## config.mk

```make
export PLATFORM = sky130hd
export DESIGN_NAME = civil_date_day_number_convert_top
export DESIGN_NICKNAME = d
export VERILOG_FILES = /design/src/design/cddn_pkg.sv /design/src/design/civil_date_day_number_convert_top.sv
export SDC_FILE = /design/constraint.sdc
export NUM_CORES = 2
export LEC_CHECK = 0
export ABC_AREA = 1
export ABC_CLOCK_PERIOD_IN_PS = 7500
export BUFFER_PORTS_ARGS = -buffer_cell sky130_fd_sc_hd__buf_2
export CELL_PAD_IN_SITES_DETAIL_PLACEMENT = 1
export CELL_PAD_IN_SITES_GLOBAL_PLACEMENT = 1
export CORE_ASPECT_RATIO = 0.7
export CORE_MARGIN = 4
export CORE_UTILIZATION = 45
export CTS_CLUSTER_DIAMETER = 80
export DETAILED_ROUTE_END_ITERATION = 7
export GPL_ROUTABILITY_DRIVEN = 0
export PLACE_DENSITY = 0.77
export RECOVER_POWER = 50
export REMOVE_ABC_BUFFERS = 1
export SETUP_SLACK_MARGIN = 0.02
export SYNTH_ARGS = -nofsm -noshare
export SYNTH_HDL_FRONTEND = slang
export SYNTH_SLANG_ARGS = --single-unit
```

## constraint.sdc

```tcl
create_clock -name clk -period 7.5 [get_ports clk]
set_input_delay 0.375 -clock clk [delete_from_list [all_inputs] [get_ports clk]]
set_output_delay 0.375 -clock clk [all_outputs]
set_load 0.05 [all_outputs]
```

## src/design/cddn_pkg.sv

```systemverilog
// Package for the civil date / day number converter: request/result types, constants, tables.
`default_nettype none
package cddn_pkg;

  // Last year that converts as valid
  localparam logic [15:0] MAX_YEAR = 16'd9999;

  // Operation codes carried in the action field
  localparam logic ACT_TO_COUNT = 1'b0;
  localparam logic ACT_TO_DATE  = 1'b1;

  // Day counts of the Gregorian cycles
  localparam logic [17:0] DAYS_400 = 18'd146097;
  localparam logic [15:0] DAYS_100 = 16'd36524;
  localparam logic [10:0] DAYS_4   = 11'd1461;
  localparam logic [8:0]  DAYS_1   = 9'd365;

  // Reciprocals for division by a constant: q = (x * RECIP) >> SHIFT
  localparam logic [13:0] Y100_RECIP = 14'd10486;
  localparam int          Y100_SHIFT = 20;
  localparam logic [22:0] D400_RECIP = 23'd7525902;
  localparam int          D400_SHIFT = 40;
  localparam logic [15:0] D4_RECIP   = 16'd45934;
  localparam int          D4_SHIFT   = 26;

  typedef struct packed {
    logic        action;
    logic [13:0] year_in;
    logic [3:0]  month_in;
    logic [4:0]  day_in;
    logic [21:0] count_in;
  } req_t;

  typedef struct packed {
    logic [21:0] count_out;
    logic [13:0] year_out;
    logic [3:0]  month_out;
    logic [4:0]  day_out;
    logic        valid_res;
  } res_t;

  // Day of year on which a month starts, counted from 0
  function automatic logic [8:0] month_start(input logic [3:0] month, input logic leap);
    logic [8:0] base;
    case (month)
      4'd1:    base = 9'd0;
      4'd2:    base = 9'd31;
      4'd3:    base = 9'd59;
      4'd4:    base = 9'd90;
      4'd5:    base = 9'd120;
      4'd6:    base = 9'd151;
      4'd7:    base = 9'd181;
      4'd8:    base = 9'd212;
      4'd9:    base = 9'd243;
      4'd10:   base = 9'd273;
      4'd11:   base = 9'd304;
      4'd12:   base = 9'd334;
      default: base = 9'd0;
    endcase
    if (leap && (month > 4'd2)) begin
      base = base + 9'd1;
    end
    return base;
  endfunction

  function automatic logic [4:0] month_len(input logic [3:0] month, input logic leap);
    logic [4:0] len;
    case (month)
      4'd4, 4'd6, 4'd9, 4'd11: len = 5'd30;
      4'd2:                    len = leap ? 5'd29 : 5'd28;
      default:                 len = 5'd31;
    endcase
    return len;
  endfunction

endpackage
`default_nettype wire

```

## src/design/civil_date_day_number_convert_top.sv

```systemverilog
// Top level of the civil date / day number converter, a six-stage pipeline.
`default_nettype none
// Converts between a proleptic Gregorian date and a day number, day 0 being
// January 1 of year 1.
// Request channel: drive req and raise start; the request is taken at every
// rising edge where start is high and busy is low. busy stays low, so a new
// request may enter on every cycle.
//   req.action = ACT_TO_COUNT: year/month/day in, count_out back.
//   req.action = ACT_TO_DATE : count_in in, year/month/day back.
// Result channel: done is high for exactly one cycle with res; the receiver
// must take it then, it cannot hold results off. Results leave in request order.
//
// Throughput: one request per cycle. The depth is set by the reverse path:
// divide by the 400-year cycle (reciprocal multiply), peel the 100-year part,
// divide by the 4-year cycle (second multiply), peel the single years, then
// rebuild the year and search the month table.
// Reset (rst, synchronous) clears the stage valid bits; requests in flight
// are dropped and no done pulse follows for them.
// Fields not used by an action, and every field of an out-of-range request
// except valid_res, return as zero.
module civil_date_day_number_convert_top (
  input  wire logic          clk,
  input  wire logic          rst,
  input  wire logic          start,
  output logic               busy,
  input  wire cddn_pkg::req_t req,
  output logic               done,
  output cddn_pkg::res_t     res
);

  // Stage 1: register the request, start both divisions
  logic        s1_v;
  logic        s1_action;
  logic [13:0] s1_year;
  logic [3:0]  s1_month;
  logic [4:0]  s1_day;
  logic [21:0] s1_count;
  logic [7:0]  s1_qy;
  logic [4:0]  s1_q400;

  logic [27:0] qy_prod;
  logic [44:0] q400_prod;

  // Stage 2
  logic        s2_v;
  logic        s2_action;
  logic        s2_valid0;
  logic [13:0] s2_p;
  logic [7:0]  s2_p100;
  logic [8:0]  s2_doy;
  logic [4:0]  s2_q400;
  logic [17:0] s2_r;

  // Stage 3
  logic        s3_v;
  logic        s3_action;
  logic        s3_valid0;
  logic [22:0] s3_a;
  logic [12:0] s3_corr;
  logic [4:0]  s3_q400;
  logic [1:0]  s3_q100;
  logic [15:0] s3_r2;

  // Stage 4
  logic        s4_v;
  logic        s4_action;
  logic        s4_valid0;
  logic [21:0] s4_count;
  logic [4:0]  s4_q400;
  logic [1:0]  s4_q100;
  logic [4:0]  s4_q4;
  logic [15:0] s4_r2;

  // Stage 5
  logic        s5_v;
  logic        s5_action;
  logic        s5_valid0;
  logic [21:0] s5_count;
  logic [4:0]  s5_q400;
  logic [1:0]  s5_q100;
  logic [4:0]  s5_q4;
  logic [1:0]  s5_q1;
  logic [8:0]  s5_r4;

  cddn_pkg::res_t res_next;

  // The pipeline never stalls
  assign busy = 1'b0;

  // ---------------------------------------------------------------------------
  // Valid chain: advance one stage per cycle, clear on reset
  // ---------------------------------------------------------------------------
  always_ff @(posedge clk) begin
    if (rst) begin
      s1_v <= 1'b0;
      s2_v <= 1'b0;
      s3_v <= 1'b0;
      s4_v <= 1'b0;
      s5_v <= 1'b0;
      done <= 1'b0;
    end else begin
      s1_v <= start & ~busy;
      s2_v <= s1_v;
      s3_v <= s2_v;
      s4_v <= s3_v;
      s5_v <= s4_v;
      done <= s5_v;
    end
  end

  // ---------------------------------------------------------------------------
  // Stage 1: year / 100 for the leap rule, count / 146097 for the 400-year cycle
  // ---------------------------------------------------------------------------
  assign qy_prod   = 28'(req.year_in) * 28'(cddn_pkg::Y100_RECIP);
  assign q400_prod = 45'(req.count_in) * 45'(cddn_pkg::D400_RECIP);

  always_ff @(posedge clk) begin
    s1_action <= req.action;
    s1_year   <= req.year_in;
    s1_month  <= req.month_in;
    s1_day    <= req.day_in;
    s1_count  <= req.count_in;
    s1_qy     <= qy_prod[cddn_pkg::Y100_SHIFT +: 8];
    s1_q400   <= q400_prod[cddn_pkg::D400_SHIFT +: 5];
  end

  // ---------------------------------------------------------------------------
  // Stage 2: leap year, range check, day of year (date side);
  //          remainder within the 400-year cycle (count side)
  // ---------------------------------------------------------------------------
  logic [6:0]  s2_ry;
  logic [13:0] s2_ry_full;
  logic        s2_leap;
  logic [21:0] s2_r_full;

  always_comb begin
    s2_ry_full = s1_year - (14'(s1_qy) * 14'd100);
    s2_ry      = s2_ry_full[6:0];
    // Leap: divisible by 4, and not a century unless divisible by 400
    s2_leap    = (s1_year[1:0] == 2'b00) && ((s2_ry != 7'd0) || (s1_qy[1:0] == 2'b00));
    s2_r_full  = s1_count - (22'(s1_q400) * 22'(cddn_pkg::DAYS_400));
  end

  always_ff @(posedge clk) begin
    s2_action <= s1_action;
    s2_valid0 <= (s1_year != 14'd0) && ({2'b00, s1_year} <= cddn_pkg::MAX_YEAR) &&
                 (s1_month >= 4'd1) && (s1_month <= 4'd12) && (s1_day != 5'd0) &&
                 (s1_day <= cddn_pkg::month_len(s1_month, s2_leap));
    s2_p      <= s1_year - 14'd1;
    // (year-1)/100 equals year/100 unless year is a whole century
    s2_p100   <= (s2_ry != 7'd0) ? s1_qy : s1_qy - 8'd1;
    s2_doy    <= cddn_pkg::month_start(s1_month, s2_leap) + 9'(s1_day) - 9'd1;
    s2_q400   <= s1_q400;
    s2_r      <= s2_r_full[17:0];
  end

  // ---------------------------------------------------------------------------
  // Stage 3: 365 * (year-1) and the leap correction; century split
  // ---------------------------------------------------------------------------
  logic [1:0]  s3_q100_next;
  logic [17:0] s3_r2_full;

  always_comb begin
    // The last day of a 400-year cycle stays in the fourth century
    if (s2_r >= 18'(3 * cddn_pkg::DAYS_100)) begin
      s3_q100_next = 2'd3;
    end else if (s2_r >= 18'(2 * cddn_pkg::DAYS_100)) begin
      s3_q100_next = 2'd2;
    end else if (s2_r >= 18'(cddn_pkg::DAYS_100)) begin
      s3_q100_next = 2'd1;
    end else begin
      s3_q100_next = 2'd0;
    end
    s3_r2_full = s2_r - (18'(s3_q100_next) * 18'(cddn_pkg::DAYS_100));
  end

  always_ff @(posedge clk) begin
    s3_action <= s2_action;
    s3_valid0 <= s2_valid0;
    s3_a      <= 23'(s2_p) * 23'(cddn_pkg::DAYS_1);
    s3_corr   <= 13'(s2_p[13:2]) - 13'(s2_p100) + 13'(s2_p100[7:2]) + 13'(s2_doy);
    s3_q400   <= s2_q400;
    s3_q100   <= s3_q100_next;
    s3_r2     <= s3_r2_full[15:0];
  end

  // ---------------------------------------------------------------------------
  // Stage 4: final day count; remainder / 1461 for the 4-year cycle
  // ---------------------------------------------------------------------------
  logic [22:0] s4_count_full;
  logic [31:0] q4_prod;

  assign s4_count_full = s3_a + 23'(s3_corr);
  assign q4_prod       = 32'(s3_r2) * 32'(cddn_pkg::D4_RECIP);

  always_ff @(posedge clk) begin
    s4_action <= s3_action;
    s4_valid0 <= s3_valid0;
    s4_count  <= s4_count_full[21:0];
    s4_q400   <= s3_q400;
    s4_q100   <= s3_q100;
    s4_q4     <= q4_prod[cddn_pkg::D4_SHIFT +: 5];
    s4_r2     <= s3_r2;
  end

  // ---------------------------------------------------------------------------
  // Stage 5: single years within the 4-year cycle
  // ---------------------------------------------------------------------------
  logic [15:0] s5_r3_full;
  logic [10:0] s5_r3;
  logic [1:0]  s5_q1_next;
  logic [10:0] s5_r4_full;

  always_comb begin
    s5_r3_full = s4_r2 - (16'(s4_q4) * 16'(cddn_pkg::DAYS_4));
    s5_r3      = s5_r3_full[10:0];
    // Day 1460 of a 4-year cycle belongs to the leap year
    if (s5_r3 >= 11'(3 * cddn_pkg::DAYS_1)) begin
      s5_q1_next = 2'd3;
    end else if (s5_r3 >= 11'(2 * cddn_pkg::DAYS_1)) begin
      s5_q1_next = 2'd2;
    end else if (s5_r3 >= 11'(cddn_pkg::DAYS_1)) begin
      s5_q1_next = 2'd1;
    end else begin
      s5_q1_next = 2'd0;
    end
    s5_r4_full = s5_r3 - (11'(s5_q1_next) * 11'(cddn_pkg::DAYS_1));
  end

  always_ff @(posedge clk) begin
    s5_action <= s4_action;
    s5_valid0 <= s4_valid0;
    s5_count  <= s4_count;
    s5_q400   <= s4_q400;
    s5_q100   <= s4_q100;
    s5_q4     <= s4_q4;
    s5_q1     <= s5_q1_next;
    s5_r4     <= s5_r4_full[8:0];
  end

  // ---------------------------------------------------------------------------
  // Stage 6: rebuild the year, search the month, build the result
  // ---------------------------------------------------------------------------
  logic [13:0] s6_year;
  logic        s6_leap;
  logic [3:0]  s6_month;
  logic [8:0]  s6_day_full;
  logic        s6_valid1;

  always_comb begin
    s6_year = (14'(s5_q400) * 14'd400) + (14'(s5_q100) * 14'd100) +
              14'({s5_q4, 2'b00}) + 14'(s5_q1) + 14'd1;
    // Year is leap when it closes a 4-year cycle, except a century that does
    // not close the 400-year cycle
    s6_leap = (s5_q1 == 2'd3) && ((s5_q4 != 5'd24) || (s5_q100 == 2'd3));
    s6_month = 4'd1;
    for (int k = 2; k <= 12; k++) begin
      if (s5_r4 >= cddn_pkg::month_start(4'(k), s6_leap)) begin
        s6_month = 4'(k);
      end
    end
    s6_day_full = s5_r4 - cddn_pkg::month_start(s6_month, s6_leap) + 9'd1;
    s6_valid1   = ({2'b00, s6_year} <= cddn_pkg::MAX_YEAR);

    res_next = '0;
    if (s5_action == cddn_pkg::ACT_TO_COUNT) begin
      res_next.valid_res = s5_valid0;
      if (s5_valid0) begin
        res_next.count_out = s5_count;
      end
    end else begin
      res_next.valid_res = s6_valid1;
      if (s6_valid1) begin
        res_next.year_out  = s6_year;
        res_next.month_out = s6_month;
        res_next.day_out   = s6_day_full[4:0];
      end
    end
  end

  always_ff @(posedge clk) begin
    res <= res_next;
  end

endmodule
`default_nettype wire
```

## Word-level counts from Yosys, hierarchy flattened

Memories as Yosys holds them, arrays and structs flattened. A register that Yosys moved wholly into a read port is not among the register bits.
Cells that the tools add are included.
Widths: inputs -> output; s select.

- Reduce and logical (&&, ||, !) cells: 19
- Equality and inequality tests: 8
- Muxes and demuxes: 33
- $lt $le $gt $ge: 24
- Bitwise gates (word level): 1
- Multiply operators: 11
- Add/sub/neg operators: 21

Operators by type and width:

| operator | count |
|---|---|
| $mul 22x22->44 const B | 1 |
| $ge 18x17->1 const B | 2 |
| $ge 9x8->1 | 4 |
| $mul 16x15->30 const B | 1 |
| $le 14x14->1 const B | 2 |
| $ge 9x9->1 | 3 |
| $mul 14x13->27 const B | 1 |
| $mux 4 | 6 |
| $add 22x13->22 | 1 |
| $mul 14x9->22 const B | 1 |
| $ge 18x16->1 const B | 1 |
| $ge 9x7->1 | 2 |
| $mul 5x18->18 const B | 1 |
| $mux 3 | 6 |
| $sub 18x18->18 | 1 |
| $mux 2 | 8 |
| $sub 16x16->16 | 1 |
| $add 14x1->14 const B | 1 |
| $add 14x2->14 | 1 |
| $add 14x7->14 | 1 |
| $add 14x9->14 | 1 |
| $mul 2x14->14 const B | 1 |
| $reduce_bool 14->1 | 1 |
| $sub 14x1->14 const B | 1 |
| 45 further kinds | 68 |

- Flip-flop bits (word level): 317
- Memories kept: 2
- Input port bits: 49
- Word-level logic and storage cells: 166
- Memory bits (read-only): 288

Memories:

| memory | depth | width | rd ports | clocked after memory_dff | write ports | RTL line | text |
|---|---|---|---|---|---|---|---|
| (name not given) | 16 | 9 | 1 | 1 | 0 | cddn_pkg.sv:45 | `case (month)` |
| (name not given) | 16 | 9 | 1 | 0 | 0 | cddn_pkg.sv:45 |  |

## Depth between registers and ports, before layout

- Depth in word-level cells: 20
- Depth in mapped cells: 39
- Depth with buffers taken out: 39

## Least setup slack after synthesis

No wires, ideal clock.

- Path kind: reg-to-reg
- Start point: reg s4_q4[0]
- End point: reg s5_r4[8]
- Data required time: 7.391 ns
- Setup time: 0.109 ns
- Data arrival time: 5.487 ns
- Clock period less this slack: 5.595 ns
- Buffers on the path: 0
- Cell stages (with the launch flop): 26
- Slack: 1.905 ns
- Cell sequence: dfxtp_1 -> inv_1 -> fa_1 -> fa_1 -> fa_1 -> ha_1 -> a21oi_1 -> o21ai_0 -> a21oi_1 -> xor2_1 -> inv_1 -> a21oi_1 -> nand3_1 -> o21bai_2 -> nand2_1 -> fa_1 -> inv_1 -> ha_1 -> a21o_1 -> nand4_1 -> o211ai_1 -> xnor2_1 -> xor2_1 -> nand3_1 -> nand2_1 -> inv_1

- Cells in the longest elaborated chain, start to end: 8

RTL lines:

| what | RTL line | text |
|---|---|---|
| start: declaration | civil_date_day_number_convert_top.sv:71 | `logic [4:0] s4_q4;` |
| start signal: assignment | civil_date_day_number_convert_top.sv:202 | `s4_q4 <= q4_prod[cddn_pkg::D4_SHIFT +: 5];` |
| $mul 5x11->11 (*) | civil_date_day_number_convert_top.sv:215 | `s5_r3_full = s4_r2 - (16'(s4_q4) * 16'(cddn_pkg::DAYS_4));` |
| $sub 11x11->11 (*) | civil_date_day_number_convert_top.sv:215 |  |
| $ge 11x9->1 | civil_date_day_number_convert_top.sv:222 | `end else if (s5_r3 >= 11'(cddn_pkg::DAYS_1)) begin` |
| $mux 1 | civil_date_day_number_convert_top.sv:222 |  |
| $mux 2 | civil_date_day_number_convert_top.sv:220 | `end else if (s5_r3 >= 11'(2 * cddn_pkg::DAYS_1)) begin` |
| $mux 2 (*) | civil_date_day_number_convert_top.sv:218 | `if (s5_r3 >= 11'(3 * cddn_pkg::DAYS_1)) begin` |
| via s5_q1_next[0] | civil_date_day_number_convert_top.sv:211 | `logic [1:0] s5_q1_next;` |
| $mul 2x9->9 (*) | civil_date_day_number_convert_top.sv:227 | `s5_r4_full = s5_r3 - (11'(s5_q1_next) * 11'(cddn_pkg::DAYS_1));` |
| $sub 9x9->9 (*) | civil_date_day_number_convert_top.sv:227 |  |
| via s5_r4_full[8] | civil_date_day_number_convert_top.sv:212 | `logic [10:0] s5_r4_full;` |
| end signal: assignment | civil_date_day_number_convert_top.sv:238 | `s5_r4 <= s5_r4_full[8:0];` |
| end: declaration | civil_date_day_number_convert_top.sv:83 | `logic [8:0] s5_r4;` |

The timed path passes the listed nets; every way through them passes the cells marked *.
A chain may end at the register's enable or synchronous reset.

## Worst setup path after layout

Ends and elaborated chain as after synthesis.

==> flow_metrics.env <==
export IMPL_cts_resized=0
export IMPL_synth_fa_ha_area_share_pct=50.4
export IMPL_endpoint="s5_r4[8]"
export IMPL_yosysUniqueCellTypes=62
export IMPL_synth_simple_area_share_pct=9.77
export IMPL_min_period_over_period_pct=85.5
export IMPL_path_class="reg -> reg"
export IMPL_synth_top_family_by_area="adder cells"
export IMPL_clkLatencyLatePin_ns=0.57
export IMPL_fin_crit_ns=6.41
export IMPL_ff2ff_setup_slack_ns=1.09
export IMPL_drive_above_1_share_pct=3.71
export IMPL_synth_area_top_cells="fa_1 26%, ha_1 25%, dfxtp_1 19%"
export IMPL_drtIter0Drc=1056
export IMPL_antenna_found_initial=0
export IMPL_final_cells=4875
export IMPL_start_util_pct=45.7
export IMPL_grt_setup_unrepaired="false"
export IMPL_area_delta_synth_final_pct=8.78
export IMPL_fmax_ghz=0.156
export IMPL_wire_per_inst_microns=18.3
export IMPL_async_flop_share_pct=0
export IMPL_clock_sinks=326
export IMPL_postCtsSetupRepairBufs=0
export IMPL_clk_pin_slew_ns=0.07
export IMPL_htree_levels=2
export IMPL_cts_buffer_depth=3
export IMPL_viasPerCell=5.08
export IMPL_vias=24800
export IMPL_tns_ns=0
export IMPL_syn_area_sq_mm=0.0346
export IMPL_ys_seq_elements=326
export IMPL_max_slew_margin_pct=35.1
export IMPL_final_nets=5037
export IMPL_path_max_fanout=10
export IMPL_finalMaxSlewViolations=0
export IMPL_diodes=0
export IMPL_track_usage_pct=22.6
export IMPL_postSynthCellCount=3726
export IMPL_seq_area_frac_synth_pct=18.9
export IMPL_cts_made_buffers=39
export IMPL_synthXorXnorAreaFrac_pct=4.66
export IMPL_cp_arrival_ns=6.87
export IMPL_final_common_cell="inv_1"
export IMPL_finClkSkew_ns=0.0267
export IMPL_status="completed"
export IMPL_final_core_util_pct=49.7
export IMPL_hold_viol=0
export IMPL_synth_edf_count=0
export IMPL_ant_nets=0
export IMPL_tightest_slew_ns=0.971
export IMPL_rows=84
export IMPL_grt_max_degree=25
export IMPL_dp_hpwl_microns=75500
export IMPL_drc=0
export IMPL_io_buffers=95
export IMPL_synth_top_area_share_pct=25.6
export IMPL_die_y_microns=240
export IMPL_dieArea_sq_mm=0.0814
export IMPL_die_w_microns=339
export IMPL_synth_compound_area_share_pct=5.87
export IMPL_core_region_area_sq_mm=0.0757
export IMPL_ys_warn_count=0
export IMPL_gr_total_overflow=0
export IMPL_grt_pass1_wl_microns=148000
export IMPL_startpoint_type="flip-flop"
export IMPL_wl_microns=89300
export IMPL_pre_cts_slack_ns=1.19
export IMPL_endpoint_kind="flip-flop"
export IMPL_synth_largest_area_cell="fa_1"
export IMPL_maxCapViolCount=0
export IMPL_cts_root_buf="clkbuf_16"
export IMPL_first_global_vias=27800
export IMPL_cts_tree="built"
export IMPL_reg2reg_depth=25
export IMPL_syn_avg_cell_area_sq_um=9.28
export IMPL_synth_area_mux_share_pct=0.0289
export IMPL_crit_path_start="s4_q4[0]"
export IMPL_worstPathRequired_ns=7.97
export IMPL_hold_buffers=9
export IMPL_io_pins=97
export IMPL_r2r_end="s5_r4[8]"
export IMPL_layout_common_cells="936 x inv_1, 686 x ha_1, 442 x fa_1, 388 x nand2_1, 326 x dfxtp_1"
export IMPL_dr_pass1_iters=5
export IMPL_setup_viol=0
export IMPL_worst_slack_ns=1.09
export IMPL_synth_ff_type="dfxtp_1"
export IMPL_min_path_type="in -> reg"
export IMPL_r2r_start="s4_q4[0]"
export IMPL_dp_cells=4799
## worst min path at each step
stage / startpoint / endpoint / cells after the start / slack (ns)
finish: rst / s3_v / 2 / 0.05
global route: rst / s2_v / 2 / 0.05
CTS: req[29] / s1_month[2] / 1 / 0.008
detailed placement: s3_q400[0] / s4_q400[0] / 0 / 0.31
global placement: s4_action / s5_action / 0 / 0.31
floorplan: s1_action / s2_action / 0 / 0.31
## cell usage after synthesis, types with 2 or more instances
cell and number:
inv_1 936, ha_1 686, fa_1 442, nand2_1 388, dfxtp_1 326, nor2_1 182, a21oi_1 170, xor2_1 118
nand3_1 93, o21ai_0 90, xnor2_1 64, nand4_1 38, nor3_1 27, nor4_1 16, a31oi_1 10, o21bai_1 10
a211oi_1 9, o21ai_1 8, o211ai_1 7, o21a_1 7, a21o_1 6, inv_2 6, nand2_2 6, nand3b_1 6
a21boi_0 5, o2111ai_1 5, a221oi_1 4, clkbuf_1 4, o221ai_1 4, a21boi_1 3, buf_2 3, buf_4 3
o21ai_2 3, a211o_1 2, a41oi_1 2, nand2_4 2, nand3_4 2, nor3_2 2, nor3_4 2, nor3b_2 2
o21bai_2 2, o31ai_1 2, or2_1 2, or2_2 2, or3_1 2
## cell type report
cell class,instances,area (sq um)
repair buffers,104,502
fillers,8836,38100
clock inverters,24,344
inverters,942,3540
well taps,989,1240
clock buffers,43,1010
flip-flops and latches,326,6530
multi-input cells,2447,24500
## routing by layer
layer  share of wire [%]  routed length [microns]  vias up  global-route usage (%)
met2                  46                    41000      381                    37.6
met5                   0                        0        -                       0
met4                 1.7                     1520        0                    4.44
met1                  48                    43000    12400                    31.6
li1                    -                        -    11900                       -
met3                 4.2                     3770       95                    3.29
## sequential cells by signal (all words and copies together), names as in the netlist, 8 cells and up, named ones only
signal,flops
s5_count,22
res,46
s2_doy,9
s3_corr,13
s2_p,14
s1_year,14
s4_count,22
s1_qy,8
s2_r,18
s4_r2,11
s2_p100,8
s3_r2,16
s5_r4,9
s3_a,22
s1_count,18
## metrics by stage
stage,area (sq um),hold slack [ns]
after detailed placement,36200,0.313
after global routing,37600,0.0474
final,37600,0.0508
after CTS,37700,0.00805
after global placement,36200,0.310
after floorplan,34500,0.310
## cell families (layout without fill, tap and decap cells)
| family | Yosys count | count (layout) |
|---|---|---|
| xor gates and xnor gates | 183 | 183 |
| buffers and inverters | 953 | 1113 |
| other | 1 | 1 |
| AOI/OAI and AO/OA | 356 | 356 |
| muxes | 1 | 1 |
| and+or+nand+nor | 778 | 778 |
| adders and majority gates | 1128 | 1128 |
| DFF | 326 | 326 |
## worst max-delay path, stage by stage (launching register included)
cell and delay, ns:
dfxtp_1 0.62, inv_1 0.13, fa_1 0.59, fa_1 0.45, fa_1 0.49, ha_1 0.37
a21oi_1 0.22, o21ai_0 0.15, a21oi_1 0.18, xor2_1 0.32, inv_1 0.11, a21oi_1 0.15
nand3_1 0.12, o21bai_2 0.16, nand2_1 0.22, fa_1 0.55, inv_1 0.04, ha_1 0.33
a21o_1 0.24, nand4_1 0.09, o211ai_1 0.12, xnor2_1 0.21, xor2_1 0.23, nand3_1 0.10
nand2_1 0.08, inv_1 0.04
Power is left out: the tool's default activity adds up to more than one toggle a clock period on the data nets, which glitch-free logic cannot reach.
